==> config.mk <==
export PLATFORM = sky130hd
export DESIGN_NAME = ffrst_ctrl
export DESIGN_NICKNAME = d
export VERILOG_FILES = /design/src/rtl/ffrst_pkg.sv /design/src/rtl/ffrst_ctrl.sv
export SDC_FILE = /design/constraint.sdc
export NUM_CORES = 1
export LEC_CHECK = 0
export BUFFER_PORTS_ARGS = -buffer_cell sky130_fd_sc_hd__buf_2
export CAP_MARGIN = 20
export CORE_UTILIZATION = 45
export CTS_BUF_LIST = sky130_fd_sc_hd__clkbuf_16
export DETAILED_ROUTE_END_ITERATION = 10
export GPL_TIMING_DRIVEN = 0
export PLACE_DENSITY = 0.78
export SYNTH_ARGS = -nofsm -noshare
export SYNTH_HDL_FRONTEND = slang
export SYNTH_SLANG_ARGS = --single-unit
export TNS_END_PERCENT = 10
==> constraint.sdc <==
create_clock -name clk_i -period 1.7 [get_ports clk_i]
set_clock_uncertainty 0.05 [all_clocks]
set_input_delay 0.255 -clock clk_i [delete_from_list [all_inputs] [get_ports clk_i]]
set_output_delay 0.255 -clock clk_i [all_outputs]
set_load 0.1 [all_outputs]
==> src/rtl/ffrst_pkg.sv <==
// Shared constants, types and helpers of the first-fit resizing slot table.
package ffrst_pkg;

  localparam int MaxSlots = 256;
  localparam int IdxW     = $clog2(MaxSlots);
  localparam int SzW      = IdxW + 1;
  localparam int MinW     = 5;
  localparam int ModeW    = 2;
  localparam int IdW      = 16;
  localparam int SlotIdxW = 8;
  localparam int StatusW  = 2;
  localparam int UsedW    = 8;
  localparam int SizeOutW = 9;
  localparam int InDataW  = 32;
  localparam int OutDataW = 48;

  typedef enum logic [ModeW-1:0] {
    MODE_INSERT = 2'd0,
    MODE_REMOVE = 2'd1,
    MODE_READ   = 2'd2,
    MODE_NOP    = 2'd3
  } mode_e;

  typedef enum logic [StatusW-1:0] {
    ST_OK        = 2'd0,
    ST_NOT_FOUND = 2'd1,
    ST_FULL      = 2'd2,
    ST_RANGE     = 2'd3
  } status_e;

  typedef enum logic [3:0] {
    S_IDLE,
    S_INS_SCAN,
    S_REM_ADDR,
    S_REM_CMP,
    S_REM_CHECK,
    S_PACK_ADDR,
    S_PACK_MOVE,
    S_READ_ADDR,
    S_READ_DATA,
    S_DONE
  } state_e;

  // Controller to datapath
  typedef struct packed {
    logic    load;
    logic    inc;
    logic    set_status;
    status_e status;
    logic    ins_write;
    logic    rd_slot;
    logic    rd_index;
    logic    rem_free;
    logic    pack_start;
    logic    pack_move;
    logic    halve;
    logic    read_capture;
    logic    out_load;
  } cmd_t;

  // Datapath to controller
  typedef struct packed {
    logic scan_end;
    logic slot_free;
    logic id_match;
    logic idx_in_range;
    logic pack_needed;
    logic out_free;
  } stat_t;

  // Effective minimum size: at least two, at most the capacity.
  function automatic logic [SzW-1:0] eff_min(input logic [MinW-1:0] m);
    int v;
    v = int'(m);
    if (v < 2) v = 2;
    if (v > MaxSlots) v = MaxSlots;
    return SzW'(v);
  endfunction

endpackage

==> src/rtl/ffrst_ctrl.sv <==
// Sequencing state machine of the slot table: scans, packing and result hand-off.
module ffrst_ctrl (
  input  logic                        clk_i,
  input  logic                        rst_ni,
  input  logic                        s_valid_i,
  output logic                        s_ready_o,
  input  logic [ffrst_pkg::ModeW-1:0] mode_i,
  input  ffrst_pkg::stat_t            stat_i,
  output ffrst_pkg::cmd_t             cmd_o
);

  ffrst_pkg::state_e state_q, state_d;

  always_ff @(posedge clk_i or negedge rst_ni) begin
    if (!rst_ni) begin
      state_q <= ffrst_pkg::S_IDLE;
    end else begin
      state_q <= state_d;
    end
  end

  always_comb begin
    state_d = state_q;
    unique case (state_q)
      ffrst_pkg::S_IDLE: begin
        if (s_valid_i) begin
          unique case (ffrst_pkg::mode_e'(mode_i))
            ffrst_pkg::MODE_INSERT: state_d = ffrst_pkg::S_INS_SCAN;
            ffrst_pkg::MODE_REMOVE: state_d = ffrst_pkg::S_REM_ADDR;
            ffrst_pkg::MODE_READ:   state_d = ffrst_pkg::S_READ_ADDR;
            default:                state_d = ffrst_pkg::S_DONE;
          endcase
        end
      end
      ffrst_pkg::S_INS_SCAN: begin
        if (stat_i.scan_end || stat_i.slot_free) state_d = ffrst_pkg::S_DONE;
      end
      ffrst_pkg::S_REM_ADDR: begin
        state_d = stat_i.scan_end ? ffrst_pkg::S_DONE : ffrst_pkg::S_REM_CMP;
      end
      ffrst_pkg::S_REM_CMP: begin
        state_d = stat_i.id_match ? ffrst_pkg::S_REM_CHECK : ffrst_pkg::S_REM_ADDR;
      end
      ffrst_pkg::S_REM_CHECK: begin
        state_d = stat_i.pack_needed ? ffrst_pkg::S_PACK_ADDR : ffrst_pkg::S_DONE;
      end
      ffrst_pkg::S_PACK_ADDR: begin
        priority if (stat_i.scan_end) begin
          state_d = ffrst_pkg::S_DONE;
        end else if (!stat_i.slot_free) begin
          state_d = ffrst_pkg::S_PACK_MOVE;
        end
      end
      ffrst_pkg::S_PACK_MOVE: state_d = ffrst_pkg::S_PACK_ADDR;
      ffrst_pkg::S_READ_ADDR: begin
        state_d = stat_i.idx_in_range ? ffrst_pkg::S_READ_DATA : ffrst_pkg::S_DONE;
      end
      ffrst_pkg::S_READ_DATA: state_d = ffrst_pkg::S_DONE;
      ffrst_pkg::S_DONE: begin
        if (stat_i.out_free) state_d = ffrst_pkg::S_IDLE;
      end
      default: state_d = ffrst_pkg::S_IDLE;
    endcase
  end

  always_comb begin
    cmd_o        = '0;
    cmd_o.status = ffrst_pkg::ST_OK;
    s_ready_o    = 1'b0;
    unique case (state_q)
      ffrst_pkg::S_IDLE: begin
        s_ready_o  = 1'b1;
        cmd_o.load = s_valid_i;
      end
      ffrst_pkg::S_INS_SCAN: begin
        priority if (stat_i.scan_end) begin
          cmd_o.set_status = 1'b1;
          cmd_o.status     = ffrst_pkg::ST_FULL;
        end else if (stat_i.slot_free) begin
          cmd_o.ins_write = 1'b1;
        end else begin
          cmd_o.inc = 1'b1;
        end
      end
      ffrst_pkg::S_REM_ADDR: begin
        if (stat_i.scan_end) begin
          cmd_o.set_status = 1'b1;
          cmd_o.status     = ffrst_pkg::ST_NOT_FOUND;
        end else begin
          cmd_o.rd_slot = 1'b1;
        end
      end
      ffrst_pkg::S_REM_CMP: begin
        if (stat_i.id_match) begin
          cmd_o.rem_free = 1'b1;
        end else begin
          cmd_o.inc = 1'b1;
        end
      end
      ffrst_pkg::S_REM_CHECK: begin
        cmd_o.pack_start = stat_i.pack_needed;
      end
      ffrst_pkg::S_PACK_ADDR: begin
        // skip empty slots without a read
        priority if (stat_i.scan_end) begin
          cmd_o.halve = 1'b1;
        end else if (stat_i.slot_free) begin
          cmd_o.inc = 1'b1;
        end else begin
          cmd_o.rd_slot = 1'b1;
        end
      end
      ffrst_pkg::S_PACK_MOVE: cmd_o.pack_move = 1'b1;
      ffrst_pkg::S_READ_ADDR: begin
        if (stat_i.idx_in_range) begin
          cmd_o.rd_index = 1'b1;
        end else begin
          cmd_o.set_status = 1'b1;
          cmd_o.status     = ffrst_pkg::ST_RANGE;
        end
      end
      ffrst_pkg::S_READ_DATA: cmd_o.read_capture = 1'b1;
      ffrst_pkg::S_DONE: cmd_o.out_load = stat_i.out_free;
      default: ;
    endcase
  end

endmodule

## Word level (Yosys, flattened, before mapping)

Cells that the tools add are included.

- $lt $le $gt $ge: 0
- Reduce and logical (&&, ||, !) cells: 4
- Divide/modulo/power cells: 0
- Bitwise gates (word level): 0
- Mux-type cells: 36
- Multiply operators: 0
- Eq/ne operators: 15
- Shift-type cells: 0
- $add $sub $neg: 0

Operators with widths:

| cell | count |
|---|---|
| one-hot mux 4 bit (10 select lines) | 1 |
| 2-to-1 mux 4 bit | 7 |
| 2-to-1 mux 1 bit | 20 |
| equality test 4 x 3 -> 1 bit (second input constant) | 4 |
| 2-to-1 mux 3 bit | 4 |
| one-hot mux 4 bit (3 select lines) | 1 |
| one-hot mux 3 bit (3 select lines) | 1 |
| equality test 4 x 2 -> 1 bit (second input constant) | 2 |
| equality test 4 bit (second input constant) | 2 |
| inequality test 2 bit (second input constant) | 3 |
| equality test 4 x 1 -> 1 bit (second input constant) | 1 |
| zero test 4 bit | 1 |
| AND reduction 4 bit | 1 |
| inequality test 3 bit (second input constant) | 1 |
| one-hot mux 1 bit (3 select lines) | 1 |
| equality test 2 x 1 -> 1 bit (second input constant) | 1 |
| equality test 2 bit (second input constant) | 1 |
| zero test 2 bit | 1 |
| one-hot mux 1 bit (2 select lines) | 1 |
| logical OR 1 bit | 1 |

- Memories kept: 0
- Bits in read-only memories: 0
- Register bits: 4
- Bits in latches: 0
- Memory bits (writable): 0
- Logic and storage cells: 56

## Logic depth before layout (Yosys ltp)

Gate-level depths: netlist of the first run.

- Depth after elaboration: 4
- Mapped depth: 6

## Least setup slack after synthesis of the first run

No wires, ideal clock.

- Path type: register -> output
- From: register state_q[3]
- To: output cmd_o[3] (netlist name)
- Arrival: 3.624 ns
- Required time: 1.395 ns
- Path slack: -2.229 ns
- Stages on the path, launching flop included: 4
- Cells stage by stage: dfrtp_1 buf_2 buf_2 nor4_1

RTL lines:

| element | RTL line | source |
|---|---|---|
| start: declaration | ffrst_ctrl.sv:12 | `ffrst_pkg::state_e state_q, state_d;` |
| start signal: assignment | ffrst_ctrl.sv:16 | `state_q <= ffrst_pkg::S_IDLE;` |
| start signal: assignment | ffrst_ctrl.sv:18 | `state_q <= state_d;` |
| end: declaration | ffrst_ctrl.sv:9 | `output ffrst_pkg::cmd_t cmd_o` |

==> reports/metrics.csv, run 1 <==
stage,metric,value,unit
global_routing,grt ovf,0,
layout,Final #Nets,142,
drt,final wirelength,2440,µm
global_routing,pin count of the biggest net entering global routing,11,
placement,gpl congestion,0.885,
floorplan,Core Area,0.00133,mm²
layout,Final Util,0.920,
global_routing,gr usage total,0.332,
drt,WL met1,994,µm
yosys,"area leader, netlist",dfrtp_1,
drt,wire length on met3,191,µm
critical_path,Worst R2R Path Depth,5,
layout,n_diodes,0,
floorplan,row count,13,
critical_path,Worst path slowest cell,dfrtp_2,
sta,setup TNS,-1000,ps
pwr,NetSw,1.60,mW
critical_path,worst setup path start,state_q[0]$_DFFE_PN0P_,
critical_path,RR Endpoint,state_q[0]$_DFFE_PN0P_,
status,outcome,"complete, but fails checks",
drt,Via Count,870,
sta,post-layout min period,1870,ps
sta,Final Setup Violations,13,
layout,Largest register FFs,4,
yosys,synthesized net count,105,
floorplan,die width,40.1,µm
global_routing,initial antenna violation count,0,
drt,Detailed Routing Iterations Pass 1,4,
clock_tree,CTS Buf Count,3,
critical_path,Max Fanout on Critical Path,8,
critical_path,CP bufs+invs,3,
clock_tree,clock slew at reported path FFs,30,ps
critical_path,CP Cell Sequence,buf_8 > buf_8 > xor2_1 > nand3_1 > a21oi_2 > buf_12,
sta,RSZ-0062 raised after global routing,true,
pwr,Sw Ratio,0.552,
critical_path,most frequent CP cell,buf_8,
clock_tree,Sink Count,4,
sta,final setup margin,-167,ps
placement,DP Wirelength,1370,µm
pwr,Power Density,2360,mW/mm²
yosys,"flops & latches, synth",4,
critical_path,Worst R2R Start,state_q[0]$_DFFE_PN0P_,
critical_path,Crit path depth,6,
floorplan,die area,0.00161,mm²
drt,Routed Antenna Nets,0,
floorplan,Ports,26,
sta,period utilisation layout,1.10,
floorplan,Die Y,40.1,µm
critical_path,Crit Path Class,reg2out,
floorplan,Initial Utilization,0.491,
placement,"worst slack, placed",-315,ps
layout,largest registers,state_q: 4 flops,
sta,"Hold Vio Cnt, Final",0,
yosys,Synth top area share,0.153,
critical_path,crit path launch type,register,
critical_path,crit-path max cell delay,430,ps
sta,Hold WS,237,ps
critical_path,crit path capture type,output pin,
yosys,Post-synth EDFFs,0,
sta,Slew @ Worst Pin,359,ps
critical_path,CP Capture Point,cmd_o[11],
drt,met2 routed WL,1160,µm
yosys,"Avg Cell Area, Syn",7.19,µm²
global_routing,first-pass GRT wire length,3410,µm
critical_path,worst path required time,1390,ps
critical_path,FF-to-FF setup slack,230,ps
clock_tree,clock buffer depth,2,
critical_path,top cell family by delay on the critical path,buffers and inverters,
pwr,internal power,1.30,mW
drt,vias per cell,6.17,
pwr,Peak VDD IR,1640,µV
layout,Top reg by flops,state_q,
layout,share of post-route cells with drive strength above 1,0.532,
pwr,leak pwr,0.525,nW
yosys,register area share after synthesis,0.153,
yosys,synthesized area,654,µm²
critical_path,CP arrival,1560,ps
status,failing checks,negative setup slack,
drt,detailed-route DRC error count,0,
pwr,combinational cell fraction of total power,0.807,
drt,DR iter-0 viols,41,
worst_hold_path,class of the worst hold path,in2reg,
pwr,share of power burned in registers,0.066,
clock_tree,root buffer cell,clkbuf_16,
sta,final slew viol count,0,
layout,Synth-to-Final Area Change,87.6,%
flow_run,total of max-cap violations,0,
clock_tree,CTS tree,done,
drt,WL/cell,17.3,µm
yosys,Main synth FF type,dfrtp_1,
clock_tree,H-Tree Depth,1,
sta,Slew Limit Headroom,0.759,
yosys,synth top area cells,"dfrtp_1 15%, nor2_1 7.5%, ha_1 5.7%, buf_6 5.2%, nor2b_1 4.8%",
layout,final design area excluding fillers,0.00123,mm²
yosys,Yosys Warn Count,0,
sta,fmax,536,MHz
placement,DP Area,850,µm²
placement,port bufs,25,
global_routing,vias in the first global route,782,
worst_hold_path,Worst Hold Path Cells,2,
pwr,Clk pwr share,0.128,
yosys,Mapped Cells,91,
yosys,Cell variety after synth,42,
clock_tree,clock latency on the worst-skew pair,230,ps
drt,top sig layer,met4,
yosys,"FFs w/ async S/R, synth",1.00,
## metrics by stage
step	total power, mW	instances
CTS	2.63	136
detailed placement	1.95	131
global route	3.01	141
global placement	1.94	131
floorplan	1.69	91
finish	2.90	141
## synthesized netlist by cell type, drive strengths merged (2+ instances only)
master / n
nor2: 14
buf: 8
a21oi: 6
o21ai: 6
inv: 5
nand3: 5
nor2b: 5
nor3: 5
dfrtp: 4
nand2: 4
ha: 3
a22o: 2
a22oi: 2
and3: 2
nand2b: 2
nor4: 2
## power groups by stage
stage / combinational [mW] / sequential (mW) / clock [mW]
after floorplan: 1.52 / 0.171 / 0
after global placement: 1.75 / 0.183 / 0
after detailed placement: 1.77 / 0.184 / 0
after CTS: 2.08 / 0.178 / 0.377
after global routing: 2.43 / 0.194 / 0.384
final: 2.34 / 0.190 / 0.370
## kinds of logic after synthesis
kind of cell               after synthesis  synth area share
AOI/OAI and AO/OA                       23             0.239
xor gates and xnor gates                 2            0.0268
adders and majority gates                3            0.0574
buffers and inverters                   13             0.122
DFF                                      4             0.153
muxes                                    1            0.0172
and+or+nand+nor                         45             0.384
## worst reg2reg max path, delay by kind of cell (launching register included)
kind | cells | cell delay, ps
AOI/OAI and AO/OA | 3 | 550
DFF | 1 | 430
buffers and inverters | 1 | 170
and+or+nand+nor | 1 | 150
## worst min-delay path by stage
stage	start	endpoint	slack, ps
after CTS	stat_i[0]	state_q[3]$_DFFE_PN0P_	220
final	stat_i[0]	state_q[3]$_DFFE_PN0P_	240
after global placement	rst_ni	state_q[3]$_DFFE_PN0P_	8
after global routing	stat_i[0]	state_q[3]$_DFFE_PN0P_	240
after detailed placement	rst_ni	state_q[3]$_DFFE_PN0P_	9
after floorplan	rst_ni	state_q[0]$_DFFE_PN0P_	-90
## cell usage in the layout (no fill, tap or decap), types with 2 or more instances in the layout
master     synthesis  final
a22oi_1            2      2
nor2_4             0      3
and3_4             0      2
inv_2              2      2
nand2_1            4      4
nand2b_1           2      2
dfrtp_2            0      2
buf_2              4     11
clkbuf_16          0      3
inv_1              3      3
buf_4              1      6
a22o_1             2      2
nor3_1             4      2
nand3_2            1      2
buf_12             0      8
ha_1               3      3
nor2_1            13     10
nand3_1            4      3
nor4_4             0      2
buf_6              3      9
nor3_2             1      3
o21ai_2            1      2
buf_8              0      5
o21ai_1            4      3
a21oi_2            1      2
a21oi_1            5      4
nor2b_1            5      4
dfrtp_1            4      2
## cell type report
type                            instances  area, µm²
Fill cell                              52        106
Clock buffer                            3       75.1
Multi-Input combinational cell         74        566
Timing Repair Buffer                   32        344
Tap cell                               15       18.8
Inverter                                5       18.8
Sequential cell                         4        103
Buffer                                  8        103
## timing repair
| action | CTS | global route |
|---|---|---|
| gates cloned | 0 | 0 |
| gates resized for setup | 55 | 15 |
| endpoints found under the hold margin | 4 | 0 |
| setup endpoints to repair | 15 | 15 |
| pin swaps | 4 | 4 |
| hold buffers | 1 | 0 |
| setup buffers | 1 | 5 |
## per-layer routing
layer / track usage / vias to the layer above
met2: 0.512 / 74
met3: 0.0667 / 11
met4: 0.267 / 0
met5: 0 / -
met1: 0.395 / 387
li1: - / 398
No activity file was read; power rests on OpenSTA's default activity.
==> inputs of run 2 (changes only) <==
- clock period: 1.7 -> 2.2 ns (I/O delays scaled with it)
==> reports/metrics.csv, run 2 (synthesized netlist as in run 1, its figures left out) <==
stage,metric,value,unit
clock_tree,Sink Count,4,
global_routing,first-pass GRT wire length,2750,µm
floorplan,die area,0.00161,mm²
critical_path,FF-to-FF setup slack,740,ps
sta,final slew viol count,0,
global_routing,vias in the first global route,618,
sta,Hold WS,324,ps
critical_path,crit path launch type,register,
drt,Routed Antenna Nets,0,
drt,vias per cell,6.08,
floorplan,Initial Utilization,0.491,
drt,Via Count,821,
placement,port bufs,25,
status,outcome,finished clean,
drt,final wirelength,1930,µm
layout,number of fill cells in the layout,112,
layout,Final #Nets,136,
placement,DP Wirelength,1370,µm
drt,WL/cell,14.3,µm
global_routing,pin count of the biggest net entering global routing,11,
layout,share of post-route cells with drive strength above 1,0.408,
global_routing,initial antenna violation count,0,
drt,Detailed Routing Iterations Pass 1,4,
floorplan,Core Area,0.00133,mm²
floorplan,Ports,26,
clock_tree,CTS Buf Count,3,
global_routing,gr usage total,0.263,
sta,fmax,470,MHz
sta,RSZ-0062 raised after global routing,true,
sta,post-layout min period,2130,ps
sta,"Hold Vio Cnt, Final",0,
worst_hold_path,WHS Endpoint,state_q[3]$_DFFE_PN0P_,
global_routing,grt ovf,0,
sta,Slew @ Worst Pin,487,ps
layout,largest registers,state_q: 4 flops,
sta,setup TNS,0,ps
sta,Slew Limit Headroom,0.677,
layout,Largest register FFs,4,
critical_path,CP arrival,1750,ps
layout,n_diodes,0,
flow_run,total of max-cap violations,0,
floorplan,die width,40.1,µm
critical_path,crit path capture type,output pin,
worst_hold_path,beginning of the worst hold path,stat_i[0],
critical_path,worst path required time,1820,ps
clock_tree,clock slew at reported path FFs,30,ps
placement,DP Area,838,µm²
layout,Top reg by flops,state_q,
sta,Final Setup Violations,0,
critical_path,Max Fanout on Critical Path,10,
placement,gpl congestion,0.845,
drt,detailed-route DRC error count,0,
clock_tree,H-Tree Depth,1,
floorplan,Die Y,40.1,µm
clock_tree,clock latency on the worst-skew pair,230,ps
layout,"leading cell type in the layout, fill and taps excluded",buf_2,
sta,period utilisation layout,0.967,
floorplan,row count,13,
clock_tree,root buffer cell,clkbuf_16,
layout,Synth-to-Final Area Change,45.7,%
layout,final design area excluding fillers,953,µm²
worst_hold_path,class of the worst hold path,in2reg,
critical_path,Crit Path Class,reg2out,
critical_path,Worst R2R Start,state_q[3]$_DFFE_PN0P_,
critical_path,RR Endpoint,state_q[3]$_DFFE_PN0P_,
worst_hold_path,Worst Hold Path Cells,2,
clock_tree,clock buffer depth,2,
drt,DR iter-0 viols,40,
layout,most frequent cells in the layout,"20 x buf_2, 13 x nor2_1",
critical_path,Worst R2R Path Depth,5,
clock_tree,CTS tree,done,
run 2: cell types whose count changed in the layout (fill, tap and decap cells not counted), sizes merged:
cell	change
buf	-11
clkbuf	+5
run 2: layer usage:
metal | wire length [µm] | vias up | GRT usage
met5 | 0 | - | 0
met2 | 956 | 38 | 0.419
met3 | 114 | 6 | 0.0500
li1 | - | 383 | -
met4 | 30 | 0 | 0.103
met1 | 832 | 394 | 0.343
run 2: worst max-delay path by stage:
stage               depth (start not counted)        end                    from  slack [ps]
floorplan                                   5  cmd_o[11]  state_q[0]$_DFFE_PN0P_        -570
global placement                            6  cmd_o[12]  state_q[3]$_DFFE_PN0P_         220
detailed placement                          6  cmd_o[12]  state_q[3]$_DFFE_PN0P_         210
CTS                                         6   cmd_o[7]  state_q[2]$_DFFE_PN0P_          40
global route                                6  cmd_o[12]  state_q[3]$_DFFE_PN0P_          -2
finish                                      6  cmd_o[12]  state_q[3]$_DFFE_PN0P_          70
run 2: layout make-up:
class,count,area (µm²),share of cell area
inverters,5,18.8,0.0197
clock buffers,3,75.1,0.0787
plain buffers,8,61.3,0.0643
multi-input cells,74,514,0.539
well taps,15,18.8,0.0197
flip-flops and latches,4,100,0.105
repair buffers,26,165,0.173
run 2: metrics by stage:
step / cells / utilization / setup WS, ps
after global routing: 135 / 0.715 / -2.44
after CTS: 135 / 0.700 / 36.9
after global placement: 131 / 0.629 / 225
after floorplan: 91 / - / -575
after detailed placement: 131 / 0.629 / 210
final: 135 / 0.715 / 73.7
run 2: what timing repair did:
| action | CTS | global route |
|---|---|---|
| setup endpoints to repair | 4 | 7 |
| endpoints found under the hold margin | 4 | 0 |
| resized for setup | 4 | 7 |
| setup buffers | 0 | 0 |
| hold buffers | 1 | 0 |
run 2: critical path, stage by stage, from the launching register on:
cell and delay (ps):
dfrtp_1 370, buf_2 200, buf_2 230, nor2_1 180
nand3_1 120, o21ai_1 170, buf_6 250
Power of run 2 is not shown: default switching activity piles up to over one toggle a cycle in this logic, so the estimate is an artifact.
==> inputs of run 3 (changes only) <==
- ABC_AREA: not set -> 1
- PLACE_DENSITY: 0.78 -> 0.79
==> reports/metrics.csv, run 3 <==
stage,metric,value,unit
status,outcome,finished clean,
global_routing,initial antenna violation count,0,
clock_tree,clock latency on the worst-skew pair,220,ps
sta,Final Setup Violations,0,
floorplan,die area,0.00150,mm²
drt,Via Count,722,
floorplan,Ports,26,
clock_tree,root buffer cell,clkbuf_16,
critical_path,Max Fanout on Critical Path,5,
flow_run,total of max-cap violations,0,
pwr,leak pwr,0.543,nW
yosys,Post-Synth Simple-Gate Area,0.619,
pwr,Peak VDD IR,980,µV
yosys,synth top area cells,"nand2_1 17%, dfrtp_1 16%, inv_1 9.3%, nand3_1 9.1%, nand2_4 7.4%",
critical_path,CP Cell Sequence,inv_1 > nand2_1 > nor2_2 > nand3_4 > nand3_1 > buf_2,
sta,"Hold Vio Cnt, Final",0,
layout,n_diodes,0,
global_routing,gr usage total,0.275,
sta,RSZ-0062 raised after global routing,false,
critical_path,Crit Path Class,reg2out,
clock_tree,H-Tree Depth,1,
yosys,mux cell area share after synthesis,0,
yosys,Synth Area in Compound Gates,0.0206,
yosys,"flops & latches, synth",4,
critical_path,crit-path max cell delay,420,ps
drt,detailed-route DRC error count,0,
critical_path,CP arrival,1750,ps
sta,fmax,470,MHz
yosys,"Avg Cell Area, Syn",6.07,µm²
clock_tree,Sink Count,4,
drt,Detailed Routing Iterations Pass 1,4,
drt,final wirelength,1730,µm
pwr,Pwr Total,1.55,mW
clock_tree,CTS Buf Count,3,
yosys,synthesized area,607,µm²
critical_path,top cell family by delay on the critical path,buffers and inverters,
drt,vias per cell,5.05,
floorplan,Core Area,0.00119,mm²
sta,setup TNS,0,ps
yosys,Post-synth EDFFs,0,
drt,Routed Antenna Nets,0,
yosys,synthesized net count,114,
sta,Slew Limit Headroom,0.678,
layout,share of post-route cells with drive strength above 1,0.388,
yosys,main combinational cell family by area after synthesis,simple AND/OR/NAND/NOR gates,
pwr,Power Density,1810,mW/mm²
sta,post-layout min period,2130,ps
sta,period utilisation layout,0.967,
yosys,top post-synthesis cells by count,"28 x nand2_1, 15 x inv_1, 12 x nor2_1, 11 x nand3_1",
critical_path,crit path launch type,register,
worst_hold_path,class of the worst hold path,in2reg,
global_routing,grt ovf,0,
yosys,register area share after synthesis,0.165,
drt,DR iter-0 viols,18,
placement,gpl congestion,0.826,
yosys,Synth Area in Adders,0.0619,
critical_path,FF-to-FF setup slack,730,ps
floorplan,row count,12,
critical_path,Worst path slowest cell,buf_2,
global_routing,pin count of the biggest net entering global routing,9,
layout,number of fill cells in the layout,99,
layout,Final #Nets,145,
sta,Slew @ Worst Pin,487,ps
placement,DP Wirelength,1240,µm
layout,Top reg by flops,state_q,
clock_tree,clock slew at reported path FFs,30,ps
layout,most frequent cells in the layout,"28 x nand2_1, 22 x buf_2, 15 x inv_1",
critical_path,crit path capture type,output pin,
clock_tree,CTS tree,done,
layout,largest registers,state_q: 4 flops,
yosys,Yosys Warn Count,0,
clock_tree,Post-CTS Setup Inserts,0,
layout,Largest register FFs,4,
layout,Synth-to-Final Area Change,41.4,%
yosys,"area leader, netlist",nand2_1,
yosys,Mapped Cells,100,
clock_tree,clock buffer depth,2,
yosys,Synth Area in XOR/XNOR,0,
yosys,"FFs w/ async S/R, synth",1.00,
yosys,Cell variety after synth,20,
floorplan,Initial Utilization,0.512,
yosys,most common cell in the synthesized netlist,nand2_1,
drt,WL/cell,12.1,µm
sta,final slew viol count,0,
global_routing,first-pass GRT wire length,2710,µm
critical_path,worst path required time,1820,ps
global_routing,vias in the first global route,669,
placement,port bufs,25,
floorplan,Die Y,38.7,µm
floorplan,die width,38.7,µm
critical_path,CP bufs+invs,2,
layout,"leading cell type in the layout, fill and taps excluded",nand2_1,
yosys,Main synth FF type,dfrtp_1,
sta,Hold WS,372,ps
yosys,Synth top area share,0.173,
run 3: cell count changes in the layout (fill, tap and decap cells not counted), moves of 3 or more:
cell     delta
nand3_1     +7
nor2b_1     -5
inv_1      +12
o21ai_1     -4
nand2_4     +4
buf_6       -5
a21oi_1     -5
nand2_1    +24
nor2_4      +3
run 3: area by class of cell:
class	count	area (µm²)	share of cell area
timing repair buffer	26	143	0.166
sequential	4	100	0.117
tap	14	17.5	0.0204
multi-input combinational	76	442	0.515
buffer	1	7.51	0.00875
clock buffer	3	75.1	0.0875
inverter	19	73.8	0.0860
run 3: where the power goes:
part | switching (mW) | total (mW) | internal [mW]
clock network | 0.0489 | 0.281 | 0.232
logic | 0.882 | 1.12 | 0.241
registers | 0.0375 | 0.146 | 0.108
total | 0.969 | 1.55 | 0.581
run 3: cell families after synthesis:
kind of cell,Yosys count
AND/OR/NAND/NOR,71
flip-flops,4
AO/OA/AOI/OAI,2
buffers and inverters,20
adder cells (fa/ha/maj),3
run 3: worst paths after layout:
| kind | from | end | depth (start not counted) |
|---|---|---|---|
| setup / recovery | state_q[3]$_DFFE_PN0P_ | cmd_o[12] | 6 |
| min in group asynchronous | rst_ni | state_q[3]$_DFFE_PN0P_ | 2 |
| max in group asynchronous | rst_ni | state_q[2]$_DFFE_PN0P_ | 2 |
| hold reg to reg | state_q[0]$_DFFE_PN0P_ | state_q[0]$_DFFE_PN0P_ | 3 |
| hold / removal | stat_i[4] | state_q[2]$_DFFE_PN0P_ | 3 |
| setup reg to reg | state_q[3]$_DFFE_PN0P_ | state_q[1]$_DFFE_PN0P_ | 7 |
run 3: timing repair:
| item | in CTS | in global routing |
|---|---|---|
| gates resized for setup | 0 | 3 |
| hold buffers | 1 | 0 |
| setup endpoints to repair | 0 | 3 |
| endpoints found under the hold margin | 4 | 0 |
run 3: per-layer routing:
| metal | global-route usage | vias to the layer above | share of wire | routed length (µm) |
|---|---|---|---|---|
| li1 | - | 372 | - | - |
| met1 | 0.265 | 310 | 0.36 | 621 |
| met2 | 0.546 | 36 | 0.56 | 958 |
| met3 | 0.0578 | 4 | 0.060 | 104 |
| met4 | 0.112 | 0 | 0.024 | 41 |
| met5 | 0 | - | 0 | 0 |
run 3: per-stage QoR:
stage	cell area (µm²)	instances	worst slack [ps]	util
after floorplan	623	100	-428	-
after global placement	766	139	311	0.646
after detailed placement	766	139	307	0.646
after CTS	851	143	61.0	0.717
after global routing	858	143	12.7	0.724
final	858	143	72.6	0.724
run 3: worst register-to-register path, stage by stage, from the launching register on:
cell and delay, ps:
dfrtp_1 400, inv_1 160, nand2_1 130, nor2_2 210
nand3_4 120, nand2_4 90, nor2_4 40, and2_4 150
